**src/rtl/ntcsd_pkg.sv**
```systemverilog
`default_nettype none
package ntcsd_pkg;

  localparam int TABLE_DEPTH = 100;
  localparam int RAW_W = $clog2(TABLE_DEPTH + 1);
  localparam int HELD_W = 7;
  localparam int CALC_W = (RAW_W > HELD_W ? RAW_W : HELD_W) + 1;
  localparam int SAMPLE_W = 12;
  localparam int HELD_DEPTH = 1;

  localparam logic [SAMPLE_W-1:0] TABLE_TOP = 12'd3815;
  localparam logic [SAMPLE_W-1:0] TABLE_STEP = 12'd27;
  localparam logic [HELD_W-1:0] SHOW_MAX = 7'd99;

  localparam logic [6:0] SEG_BLANK = 7'h00;
  localparam logic [6:0] SEG_UNIT_C = 7'h0D;

  localparam logic [1:0] POS_TENS = 2'd1;
  localparam logic [1:0] POS_ONES = 2'd2;
  localparam logic [1:0] POS_UNIT = 2'd3;

  localparam logic [2:0] SEL_TENS = 3'd3;
  localparam logic [2:0] SEL_ONES = 3'd5;
  localparam logic [2:0] SEL_UNIT = 3'd6;

  localparam logic [0:0] REG_DISPLAY_ENABLE = 1'b0;

  typedef enum logic [3:0] {
    S_IDLE = 4'b0001,
    S_SCAN = 4'b0010,
    S_UPD  = 4'b0100,
    S_OUT  = 4'b1000
  } state_e;

  function automatic logic [6:0] digit_seg(input logic [3:0] d);
    logic [6:0] s;
    case (d)
      4'd0: s = 7'h7E;
      4'd1: s = 7'h12;
      4'd2: s = 7'h67;
      4'd3: s = 7'h57;
      4'd4: s = 7'h1B;
      4'd5: s = 7'h5D;
      4'd6: s = 7'h7D;
      4'd7: s = 7'h16;
      4'd8: s = 7'h7F;
      4'd9: s = 7'h5F;
      default: s = SEG_BLANK;
    endcase
    return s;
  endfunction

endpackage
`default_nettype wire

```
**src/rtl/ntc_temperature_segment_display.sv**
```systemverilog
// Thermistor readout for a three-position multiplexed seven-segment display.
// Input channel: in_valid_i, in_stall_o and adc_sample_i carry one 12-bit
// reading per word. Output channel: out_valid_o, out_stall_i and the display
// fields carry one word per position; each enabled reading yields three words
// in the order tens digit, ones digit, unit symbol, with last_digit high on
// the third. Words are taken while display_enable is zero but are dropped.
// The table is scanned one entry per cycle from a step counter until the scan
// ends at the raw temperature t (0 to 100); the held temperature is then
// updated and the first word loaded; the other two words follow one per cycle
// while the receiver does not stall. The held temperature lives in a
// one-entry RAM that is read when an enabled reading is taken and written
// back after the scan; a valid flag makes it read as zero after reset.
// The block takes the next reading once the third word is loaded.
// Reset clears the enable register, the held temperature and all control.
// A stall holds the output word; the block waits until it is taken.
`default_nettype none
module ntc_temperature_segment_display
  import ntcsd_pkg::*;
(
  input  wire logic          clk_i,
  input  wire logic          rst_ni,
  input  wire logic          psel,
  input  wire logic          penable,
  input  wire logic          pwrite,
  input  wire logic [2:0]    paddr,
  input  wire logic [31:0]   pwdata,
  output logic      [31:0]   prdata,
  output logic               pready,
  input  wire logic          in_valid_i,
  output logic               in_stall_o,
  input  wire logic [11:0]   adc_sample_i,
  output logic               out_valid_o,
  input  wire logic          out_stall_i,
  output logic      [1:0]    digit_position_o,
  output logic      [6:0]    segment_bits_o,
  output logic      [2:0]    digit_select_o,
  output logic      [6:0]    shown_value_o,
  output logic               last_digit_o
);

  state_e state_q, state_d;
  logic enable_q;
  logic held_vld_q;
  logic [SAMPLE_W-1:0] sample_q, entry_q;
  logic [RAW_W-1:0] idx_q;
  logic [HELD_W-1:0] shown_q;
  logic [3:0] tens_q;
  logic [1:0] pos_q;
  logic out_valid_q;
  logic [1:0] pos_out_q;
  logic [6:0] seg_out_q;
  logic [2:0] sel_out_q;
  logic [6:0] shown_out_q;
  logic last_out_q;

  logic in_acc, start, scan_done, load;
  logic [HELD_W-1:0] ram_rdata, held_cur, held_new, shown_d;
  logic [CALC_W-1:0] raw_x, held_x, held_n;
  logic [14:0] tens_prod;
  logic [HELD_W-1:0] tens_times;
  logic [3:0] ones;

  assign pready = 1'b1;
  assign prdata = (paddr[2:2] == REG_DISPLAY_ENABLE) ? {31'd0, enable_q} : 32'd0;

  always_ff @(posedge clk_i or negedge rst_ni) begin
    if (!rst_ni) begin
      enable_q <= 1'b0;
    end else if (psel && penable && pwrite && paddr[2:2] == REG_DISPLAY_ENABLE) begin
      enable_q <= pwdata[0];
    end
  end

  assign in_stall_o = (state_q != S_IDLE);
  assign in_acc = in_valid_i && !in_stall_o;
  assign start = in_acc && enable_q;
  assign scan_done = (idx_q == RAW_W'(TABLE_DEPTH)) || (entry_q < sample_q);
  assign load = (state_q == S_OUT) && (!out_valid_q || !out_stall_i);

  ntcsd_ram #(.WIDTH(HELD_W), .DEPTH(HELD_DEPTH)) u_held_ram (
    .clk_i  (clk_i),
    .we_i   (state_q == S_UPD),
    .waddr_i(1'b0),
    .wdata_i(held_new),
    .re_i   (start),
    .raddr_i(1'b0),
    .rdata_o(ram_rdata)
  );

  always_comb begin
    held_cur = held_vld_q ? ram_rdata : '0;
    raw_x = CALC_W'(idx_q);
    held_x = CALC_W'(held_cur);
    held_n = held_x;
    if (raw_x > held_x + CALC_W'(1)) begin
      held_n = raw_x - CALC_W'(1);
    end else if (raw_x + CALC_W'(1) < held_x) begin
      held_n = raw_x + CALC_W'(1);
    end
    if (raw_x == CALC_W'(99)) begin
      held_n = CALC_W'(99);
    end
    if (raw_x == '0) begin
      held_n = '0;
    end
    held_new = held_n[HELD_W-1:0];
    shown_d = (held_new > SHOW_MAX) ? SHOW_MAX : held_new;
    tens_prod = 15'(shown_d) * 15'd205;
  end

  assign tens_times = 7'({tens_q, 3'b000}) + 7'({tens_q, 1'b0});
  assign ones = 4'(shown_q - tens_times);

  always_comb begin
    state_d = state_q;
    case (state_q)
      S_IDLE: if (start) state_d = S_SCAN;
      S_SCAN: if (scan_done) state_d = S_UPD;
      S_UPD:  state_d = S_OUT;
      S_OUT:  if (load && pos_q == POS_UNIT) state_d = S_IDLE;
      default: state_d = S_IDLE;
    endcase
  end

  always_ff @(posedge clk_i or negedge rst_ni) begin
    if (!rst_ni) begin
      state_q <= S_IDLE;
      held_vld_q <= 1'b0;
      out_valid_q <= 1'b0;
      pos_q <= POS_TENS;
      idx_q <= '0;
    end else begin
      state_q <= state_d;
      if (state_q == S_UPD) begin
        held_vld_q <= 1'b1;
      end
      if (start) begin
        idx_q <= '0;
      end else if (state_q == S_SCAN && !scan_done) begin
        idx_q <= idx_q + RAW_W'(1);
      end
      if (state_q == S_UPD) begin
        pos_q <= POS_TENS;
      end else if (load) begin
        pos_q <= pos_q + 2'd1;
      end
      if (load) begin
        out_valid_q <= 1'b1;
      end else if (!out_stall_i) begin
        out_valid_q <= 1'b0;
      end
    end
  end

  always_ff @(posedge clk_i) begin
    if (start) begin
      sample_q <= adc_sample_i;
      entry_q <= TABLE_TOP;
    end else if (state_q == S_SCAN && !scan_done) begin
      entry_q <= entry_q - TABLE_STEP;
    end
    if (state_q == S_UPD) begin
      shown_q <= shown_d;
      tens_q <= tens_prod[14:11];
    end
    if (load) begin
      pos_out_q <= pos_q;
      shown_out_q <= shown_q;
      last_out_q <= (pos_q == POS_UNIT);
      case (pos_q)
        POS_TENS: begin
          seg_out_q <= (tens_q == 4'd0) ? SEG_BLANK : digit_seg(tens_q);
          sel_out_q <= SEL_TENS;
        end
        POS_ONES: begin
          seg_out_q <= digit_seg(ones);
          sel_out_q <= SEL_ONES;
        end
        default: begin
          seg_out_q <= SEG_UNIT_C;
          sel_out_q <= SEL_UNIT;
        end
      endcase
    end
  end

  assign out_valid_o = out_valid_q;
  assign digit_position_o = pos_out_q;
  assign segment_bits_o = seg_out_q;
  assign digit_select_o = sel_out_q;
  assign shown_value_o = shown_out_q;
  assign last_digit_o = last_out_q;

endmodule
`default_nettype wire

```
**src/rtl/ntcsd_ram.sv**
```systemverilog
`default_nettype none
module ntcsd_ram #(
  parameter int WIDTH = 8,
  parameter int DEPTH = 1,
  localparam int AW = (DEPTH > 1) ? $clog2(DEPTH) : 1
) (
  input  wire logic             clk_i,
  input  wire logic             we_i,
  input  wire logic [AW-1:0]    waddr_i,
  input  wire logic [WIDTH-1:0] wdata_i,
  input  wire logic             re_i,
  input  wire logic [AW-1:0]    raddr_i,
  output logic      [WIDTH-1:0] rdata_o
);

  logic [WIDTH-1:0] mem_q [2**AW];

  always_ff @(posedge clk_i) begin
    if (we_i) begin
      mem_q[waddr_i] <= wdata_i;
    end
    if (re_i) begin
      rdata_o <= mem_q[raddr_i];
    end
  end

endmodule
`default_nettype wire

```
**config.mk**
```make
export PLATFORM = sky130hd
export DESIGN_NAME = ntc_temperature_segment_display
export DESIGN_NICKNAME = d
export VERILOG_FILES = /design/src/rtl/ntcsd_pkg.sv /design/src/rtl/ntc_temperature_segment_display.sv /design/src/rtl/ntcsd_ram.sv
export SDC_FILE = /design/constraint.sdc
export NUM_CORES = 1
export LEC_CHECK = 0
export BUFFER_PORTS_ARGS = -buffer_cell sky130_fd_sc_hd__buf_2
export CAP_MARGIN = 20
export CORE_MARGIN = 2
export CORE_UTILIZATION = 50
export CTS_BUF_LIST = sky130_fd_sc_hd__clkbuf_16
export CTS_CLUSTER_DIAMETER = 80
export DETAILED_ROUTE_END_ITERATION = 6
export PLACE_DENSITY = 0.73
export SLEW_MARGIN = 0
export SYNTH_ARGS = -nofsm -noshare
export SYNTH_HDL_FRONTEND = slang
export SYNTH_SLANG_ARGS = --single-unit
```
**constraint.sdc**
```tcl
create_clock -name clk_i -period 8.5 [get_ports clk_i]
set_clock_uncertainty 0.1 [all_clocks]
set_input_delay 1.275 -clock clk_i [delete_from_list [all_inputs] [get_ports clk_i]]
set_output_delay 1.275 -clock clk_i [all_outputs]
set_load 0.005 [all_outputs]
```
== Yosys cells after proc, flatten, opt, wreduce, memory -nomap -nowiden ==
Memories as Yosys holds them, arrays and structs flattened. A register that Yosys moved wholly into a read port is not among the register bits.
Index checks and enable logic that the tools add are counted.
Storage, ports and cells
  RAM bits: 14
  memories: 3
  word-level logic and storage cells: 88
  memory bits (read-only): 224
  flip-flop bits (word level): 71
  bits of input ports: 54
  output and inout bits: 55
  latch bits: 0
Memories
  (no name shown): words 16, bits a word 7, read ports 1, clocked after Yosys merged registers in 1, wr ports 0, line ntcsd_pkg.sv:37  | case (d)
  (no name shown): words 16, bits a word 7, read ports 1, clocked after Yosys merged registers in 0, wr ports 0, line ntcsd_pkg.sv:37
  u_held_ram.mem_q: words 2, bits a word 7, read ports 1, clocked after Yosys merged registers in 1, wr ports 1, line ntcsd_ram.sv:16  | logic [WIDTH-1:0] mem_q [2**AW];
Cells by class
  divide/modulo/power cells: 0
  bitwise logic cells: 1
  add/sub/neg operators: 8
  eq/ne operators: 14
  shifts and indexed selects: 0
  mux-type cells: 23
  reductions and logical operators: 19
  magnitude comparators: 4
  multiply operators: 1
Operators with widths (count)
  $mux 7: 9
  $add 7x1->8 const B: 2
  $mux 4: 4
  $pmux 4 s4: 1
  $mul 7x8->15 const B: 1
  $eq 7x7->1 const B: 2
  $pmux 7 s2: 1
  $lt 12x12->1: 1
  $sub 12x5->12 const B: 1
  $gt 7x8->1: 1
  $logic_and 1x1->1: 8
  $lt 8x7->1: 1
  $add 7x1->7 const B: 1
  $gt 7x7->1 const B: 1
  $logic_not 7->1: 1
  $sub 7x1->7 const B: 1
  $pmux 3 s2: 1
  $mux 1: 5
  $add 4x4->4: 1
  $eq 2x2->1 const B: 2
  $eq 4x1->1 const B: 1
  $eq 4x2->1 const B: 1
  $eq 4x3->1 const B: 1
  $eq 4x4->1 const B: 1
  13 further kinds: 21

== Longest topological paths before layout ==
Gate-level depths: netlist (run 1).
  depth in word-level cells: 10
  gate-level depth with buffers: 38
  mapped depth without buffers: 36

== Modules after synthesis ==
A second synthesis (run 1) with hierarchy kept.
Unflattened totals
  cell total of the unflattened synthesis: 652
  area total of the unflattened synthesis: 6735.2 µm²
By module, submodules not included
  ntc_temperature_segment_display: times used 1, cells an instance 621, seq. area each 2074.5 µm², area each 5975.7 µm²
  ntcsd_ram: times used 1, cells an instance 31, seq. area each 630.6 µm², area each 759.5 µm²

== Worst setup path before layout (run 1) ==
No wires, ideal clock.
  kind: register to register
  start point: register held_vld_q
  end point: register (tool-made name)
  arrival time: 7.121 ns
  data required time: 8.333 ns
  slack: 1.212 ns
  library setup time: 0.067 ns
  stages on the path, launching flop included: 37
  buffers on the path: 2
  path through: dfrtp_1 clkbuf_1 nand2_1 inv_1 ha_1 nand4_1 xnor2_1 ha_1 nand4_1 o21bai_1 a21boi_1 o21a_1 clkbuf_1 or2_2 a31oi_1 nor3_1 ha_1 inv_1 fa_1 inv_1 ha_1 inv_1 fa_1 inv_1 ha_1 a21o_1 a21o_1 a21oi_1 nand2_1 a21oi_1 o31ai_4 xor2_1 mux2i_1 ha_1 inv_1 mux2_4 o21ai_2
RTL lines
  from (decl): line ntc_temperature_segment_display.sv:43  | logic held_vld_q;
  from (signal assigned): line ntc_temperature_segment_display.sv:128  | held_vld_q <= 1'b0;
  from (signal assigned): line ntc_temperature_segment_display.sv:135  | held_vld_q <= 1'b1;

==> metrics.md, run 1 <==
| Metric | Value |
|---|---|
| Routed Antenna Nets | `0` |
| Top_reg_cell synth | `edfxtp_1` |
| Post-DP HPWL | `8.62 mm` |
| Worst-Skew Late Latency | `0.34 ns` |
| Yosys warns | `0` |
| Crit path launch type | `flip-flop` |
| Worst path arrival time | `7.95 ns` |
| Area delta synth->final | `8.94%` |
| CTS Buf Count | `9` |
| Worst Path Required | `8.68 ns` |
| Clock buffer depth | `2` |
| Top-count cell post-synth | `ha_1` |
| H-tree levels | `3` |
| Final nets | `790` |
| Initial antenna violation count | `0` |
| Transition time of the tightest slew-check pin | `0.779 ns` |
| Drt pass-1 iters | `5` |
| Vias in the first global route | `4084` |
| Starting density of the core | `between 50% and 60%` |
| Buffers on Ports | `43` |
| #FFs+latches synth | `92` |
| CTS tree | `built` |
| Largest net degree at the start of global routing | `30` |
| Worst Setup End Kind | `flip-flop` |
| WHS | `0.318 ns` |
| Final Critical Period | `7.77 ns` |
| Max-Cap Viols | `0` |
| Clock transition at the registers of the reported paths | `around 0.06 ns` |
| Layout cells sized above 1 | `a little over an eighth` |
| Total vias in the final route | `4295` |
| Hold WC Path Type | `reg -> reg` |
| Largest area contributor in the netlist | `edfxtp_1` |
| PwrDens | `228 mW/mm²` |
| Count of unique library cells instantiated by Yosys | `64` |
| Max incr delay on CP | `roughly 0.55 ns` |
| First-pass GRT wire length | `18.5 mm` |
| Core Footprint | `between 0.01 and 0.015 mm²` |
| Async set or reset register ratio after synthesis | `17.4%` |
| Row count | `40` |
| Die height | `about 120 µm` |
| Tot GR Track Use | `17.6%` |
| Worst rel slew slack | `between 40% and 50%` |
| Gpl congestion | `0.879` |
| Endpoints failing setup | `0` |
| Status | `finished clean` |
| TNS Setup | `0 ns` |
| Initial DRC count | `334` |
| Buffer count from post-CTS setup fixing | `0` |
| Crit-path slowest cell | `dfrtp_1` |
| DR DRC count | `0` |
| Via/cell ratio | `5.25` |
| Top Ports | `109` |
| Synth top area share | `27.5%` |
| Routed length per instance | `13.8 µm` |
| Crit path max fanout | `13` |
| Register area share after synthesis | `40.1%` |
| Congestion Overflow GR | `0` |
| Die area | `between 0.01 and 0.015 mm²` |
| Root Buffer | `clkbuf_16` |
| VDD IR max | `113 µV` |
| Max Transition Viols Final | `0` |
| RSZ-0062 raised after global routing | `no` |
| Critical path type | `reg -> reg` |
| Leak | `3.21 nW` |
| Mapped Avg Cell Area | `10.3 µm²` |
| Fmax | `129 MHz` |
| Antenna Cells | `0` |
| Period utilization | `91.4%` |
| Synthesized area | `~0.0062 mm²` |
| Number of synthesized flops with an enable pin | `57` |
| Synth cell count leaders | `83 x ha_1, 61 x inv_1, 57 x edfxtp_1` |
| Top cells by area, synth | `edfxtp_1 28%, ha_1 17%, dfxtp_1 6.1%` |
| DRT Wirelength | `11.3 mm` |
| Clock Sinks | `92` |
| Fin. Hold Viols | `0` |
| DIE WIDTH | `approximately 120 µm` |
| Post-synthesis cell count | `604` |
[repair_timing]
action	CTS	global route
gates resized for setup	0	1
endpoints found under the setup margin	0	7
hold buffers	0	0
[logic make-up (layout without fill, tap and decap cells)]
| family | after synthesis | after routing | share of synthesized area (%) |
|---|---|---|---|
| XOR/XNOR | 27 | 27 | 4.23 |
| buffers and inverters | 109 | 125 | 8.59 |
| other | 2 | 32 | 0.121 |
| flip-flops | 92 | 92 | 40.1 |
| AO/OA/AOI/OAI | 119 | 119 | 12.9 |
| multiplexers | 14 | 14 | 2.62 |
| adder cells (fa/ha/maj) | 91 | 91 | 19.3 |
| AND/OR/NAND/NOR | 150 | 150 | 12.1 |
[registers in the layout, indices dropped and copies added (netlist names), named ones only]
register and cells:
shown_value_o 7, sample_q 12, digit_select_o 3, segment_bits_o 7, pos_q 2, enable_q 1, digit_position_o 2, idx_q 7
shown_q 7, u_held_ram.rdata_o 7, state_q 4, last_digit_o 1, out_valid_o 1, tens_q 4, u_held_ram.mem_q 7, entry_q 12
held_vld_q 1
[worst max-delay path, delay by kind of cell, from the launching register on]
| family | cells | cell delay [ns] |
|---|---|---|
| adder cells (fa/ha/maj) | 7 | 2.30 |
| AO/OA/AOI/OAI | 10 | 2.07 |
| AND/OR/NAND/NOR | 8 | 1.37 |
| multiplexers | 2 | 0.67 |
| flip-flops | 1 | 0.55 |
| buffers and inverters | 5 | 0.33 |
| XOR/XNOR | 2 | 0.31 |
[report_power, final]
| part | internal [W] | switching, W |
|---|---|---|
| Combinational | 0.000243 | 0.000375 |
| Sequential | 0.000530 | 0.0000431 |
| Clock | 0.000193 | 0.000158 |
| Total | 0.000966 | 0.000576 |
[layout by cell type (no fill, tap or decap), drive strengths merged, types with 5 or more instances in the layout]
master	n
clkinv	5
or3	8
a21o	16
xor2	14
mux2i	9
or2	5
conb	32
a211oi	5
dfxtp	19
ha	83
mux2	5
dfrtp	14
o21ai	30
nand3	25
nand2b	5
and2	5
nor2	32
o31ai	6
nor3	11
edfxtp	57
nand2	41
clkbuf	9
a31oi	8
xnor2	13
a21oi	32
inv	64
fa	8
buf	47
[area by class of cell]
class                   count  area (µm²)
clock inverters             7        32.5
fillers                  1017        5290
clock buffers               9         225
multi-input cells         433        3310
repair buffers             47         265
inverters                  62         233
well taps                 168         210
flip-flops and latches     92        2490
[final timing paths]
| path | startpoint | end | slack [ns] | cells after the start |
|---|---|---|---|---|
| setup / recovery | held_vld_q$_DFFE_PN0P_ | flip-flop | 0.73 | 34 |
| hold / removal | u_held_ram.mem_q[0][0]$_DFFE_PP_ | u_held_ram.rdata_o[0]$_DFFE_PP_ | 0.32 | 0 |
| setup reg to reg | held_vld_q$_DFFE_PN0P_ | flip-flop | 0.73 | 34 |
| hold reg to reg | u_held_ram.mem_q[0][0]$_DFFE_PP_ | u_held_ram.rdata_o[0]$_DFFE_PP_ | 0.32 | 0 |
| max in group asynchronous | rst_ni | pos_q[0]$_DFFE_PN1P_ | 7.23 | 1 |
| min in group asynchronous | rst_ni | idx_q[3]$_DFFE_PN0P_ | 0.75 | 1 |
[routing by layer]
metal  vias up  global-route usage [%]  share of wire (%)
li1       2148                       -                  -
met3        19                    2.93                4.6
met4         0                    8.51                2.1
met2       108                    30.2                 49
met5         -                       0                  0
met1      2020                    21.5                 44
[metrics by stage]
| stage | area [µm²] | utilization [%] | worst slack [ns] | instances | power (W) |
|---|---|---|---|---|---|
| 2_1_floorplan | 6330 | - | 1.21 | 634 | 0.00106 |
| 3_3_place_gp | 6480 | 53.7 | 0.778 | 801 | 0.00115 |
| 3_5_place_dp | 6480 | 53.7 | 0.601 | 801 | 0.00119 |
| 4_1_cts | 6740 | 55.9 | 0.546 | 817 | 0.00155 |
| 5_1_grt | 6770 | 56.2 | 0.0373 | 818 | 0.00166 |
| 6_report | 6770 | 56.2 | 0.727 | 818 | 0.00154 |
No activity file was read; power rests on OpenSTA's default activity.
==> run 2, diff against run 1 <==
ABC_AREA = 1   (was unset)
PLACE_DENSITY = 0.72   (was 0.73)
REMOVE_ABC_BUFFERS = 1   (was unset)
==> metrics.md, run 2 <==
| Metric | Value |
|---|---|
| Row count | `41` |
| DIE WIDTH | `between 100 and 150 µm` |
| Layout cells sized above 1 | `a little over an eighth` |
| DR DRC count | `0` |
| Endpoints failing setup | `0` |
| Count of unique library cells instantiated by Yosys | `51` |
| Core Footprint | `approximately 0.013 mm²` |
| Area delta synth->final | `9.46%` |
| First-pass GRT wire length | `20.6 mm` |
| Top-count cell post-synth | `nand2_1` |
| Top Ports | `109` |
| Worst slack at placement | `roughly 1.5 ns` |
| Die height | `117 µm` |
| Number of synthesized flops with an enable pin | `57` |
| Worst r2r src | `held_vld_q$_DFFE_PN0P_` |
| Gpl congestion | `0.934` |
| Drt pass-1 iters | `5` |
| Max Transition Viols Final | `0` |
| Max-Cap Viols | `0` |
| CP startpoint | `held_vld_q$_DFFE_PN0P_` |
| Via/cell ratio | `5.05` |
| Vias in the first global route | `4655` |
| Transition time of the tightest slew-check pin | `0.758 ns` |
| Final nets | `922` |
| Worst Path Buf+Inv | `3` |
| Clock buffer depth | `2` |
| Commonest non-fill, non-tap cell in the layout | `nand2_1` |
| Most frequent cells in the layout | `146 x nand2_1, 123 x inv_1, 83 x ha_1, 57 x edfxtp_1, 43 x buf_2` |
| Worst Path Required | `8.68 ns` |
| Worst path arrival time | `7.18 ns` |
| Congestion Overflow GR | `0` |
| Starting density of the core | `51.0%` |
| Crit path max fanout | `9` |
| Initial antenna violation count | `0` |
| Top cells by area, synth | `edfxtp_1 27%, ha_1 16%, nand2_1 8.6%` |
| Status | `finished clean` |
| Hold WC Path Type | `reg -> reg` |
| Fillcell total | `1096` |
| Crit-path slowest cell | `dfrtp_1` |
| Worst Setup Slack, final | `around 1.5 ns` |
| Critical path type | `reg -> reg` |
| Top_reg_cell synth | `edfxtp_1` |
| Util after Layout | `55.8%` |
| Fmax | `143 MHz` |
| Buffers on Ports | `between 40 and 50` |
| Worst Setup End Kind | `flip-flop` |
| Worst rel slew slack | `49.0%` |
| Critical hold path startpoint | `u_held_ram.mem_q[0][5]$_DFFE_PP_` |
| Routed Antenna Nets | `0` |
| Post-CTS sizing | `0` |
| Crit-path leading delay family | `simple AND/OR/NAND/NOR gates` |
| Largest net degree at the start of global routing | `27` |
| Routed length per instance | `~13 µm` |
| Mapped Avg Cell Area | `a little under 9 µm²` |
| Die area | `0.0137 mm²` |
| Top Registers | `entry_q: 12 flops, sample_q: 12 flops` |
| Synthesized area | `around 0.0064 mm²` |
| Antenna Cells | `0` |
| Root Buffer | `clkbuf_16` |
| Clock Sinks | `92` |
| CP most frequent cell | `nand2_1` |
| Fin. Hold Viols | `0` |
| Leak | `3.61 nW` |
| H-tree levels | `3` |
| #FFs+latches synth | `92` |
| VDD IR max | `278 µV` |
| DRT Wirelength | `12.6 mm` |
| Largest area contributor in the netlist | `edfxtp_1` |
| Tot GR Track Use | `19.2%` |
| Crit path launch type | `flip-flop` |
| Worst-Skew Late Latency | `0.34 ns` |
| Period utilization | `82.3%` |
| Final Critical Period | `6.99 ns` |
| CTS Buf Count | `9` |
| Total vias in the final route | `4818` |
| Cts hold-fix bufs | `0` |
| Async set or reset register ratio after synthesis | `17.4%` |
| PwrDens | `330 mW/mm²` |
| Synth top area share | `between 20% and 30%` |
| Post-synthesis cell count | `726` |
| Max incr delay on CP | `0.55 ns` |
| Register area share after synthesis | `~40%` |
| Initial DRC count | `416` |
| RSZ-0062 raised after global routing | `no` |
| Clock transition at the registers of the reported paths | `0.06 ns` |
| TNS Setup | `0 ns` |
| Synth cell count leaders | `146 x nand2_1, 123 x inv_1, 83 x ha_1` |
| Post-DP HPWL | `9.99 mm` |
| Buffer count from post-CTS setup fixing | `0` |
| CTS tree | `built` |
| Yosys warns | `0` |
run 2: cell count changes after synthesis, moves of 8 or more:
cell,before,now
clkbuf_1,11,1
nand2_1,41,146
or3_1,8,0
nand3_1,24,40
nand2_2,0,9
a21o_1,16,0
inv_1,61,123
run 2: area by class of cell:
class / instances / area (µm²) / share of cell area [%]
Clock buffer: 9 / 225 / 3.21
Clock inverter: 7 / 66.3 / 0.946
Inverter: 129 / 484 / 6.91
Multi-Input combinational cell: 499 / 3280 / 46.8
Sequential cell: 92 / 2490 / 35.6
Tap cell: 172 / 215 / 3.07
Timing Repair Buffer: 46 / 245 / 3.50
run 2: where the power goes:
part | internal, W | switching [W] | total, W
registers | 0.000582 | 0.0000538 | 0.000636
clock network | 0.000227 | 0.000162 | 0.000389
logic | 0.000460 | 0.000828 | 0.00129
run 2: per-stage QoR:
step,std cells,total power (W),hold WS (ns),area (µm²)
floorplan,720,0.00161,0.300,6250
global placement,937,0.00187,0.301,6700
detailed placement,937,0.00193,0.306,6700
CTS,953,0.00233,0.321,6990
global route,954,0.00257,0.324,7010
finish,954,0.00231,0.320,7010
run 2: final timing paths:
path	end	slack, ns	cells past startpoint
setup / recovery	flip-flop	1.51	39
hold / removal	u_held_ram.rdata_o[5]$_DFFE_PP_	0.32	0
setup reg to reg	flip-flop	1.51	39
hold reg to reg	u_held_ram.rdata_o[5]$_DFFE_PP_	0.32	0
max in group asynchronous	pos_q[0]$_DFFE_PN1P_	7.20	1
min in group asynchronous	out_valid_o$_DFFE_PN0P_	0.77	1
run 2: cells by family after synthesis:
logic type | Yosys count | share of synthesized area, %
AOI/OAI and AO/OA | 81 | 7.46
xor gates and xnor gates | 17 | 2.33
adders and majority gates | 91 | 18.7
buffers and inverters | 165 | 11.7
DFF | 92 | 39.0
muxes | 1 | 0.156
other | 2 | 0.117
and+or+nand+nor | 277 | 20.5
run 2: routing by layer:
layer,vias to the layer above,GRT usage (%),share of wire [%]
met2,134,34.6,51
met5,-,0,0
met1,2252,23.0,44
li1,2412,-,-
met4,0,8.47,1.9
met3,20,2.16,3.7
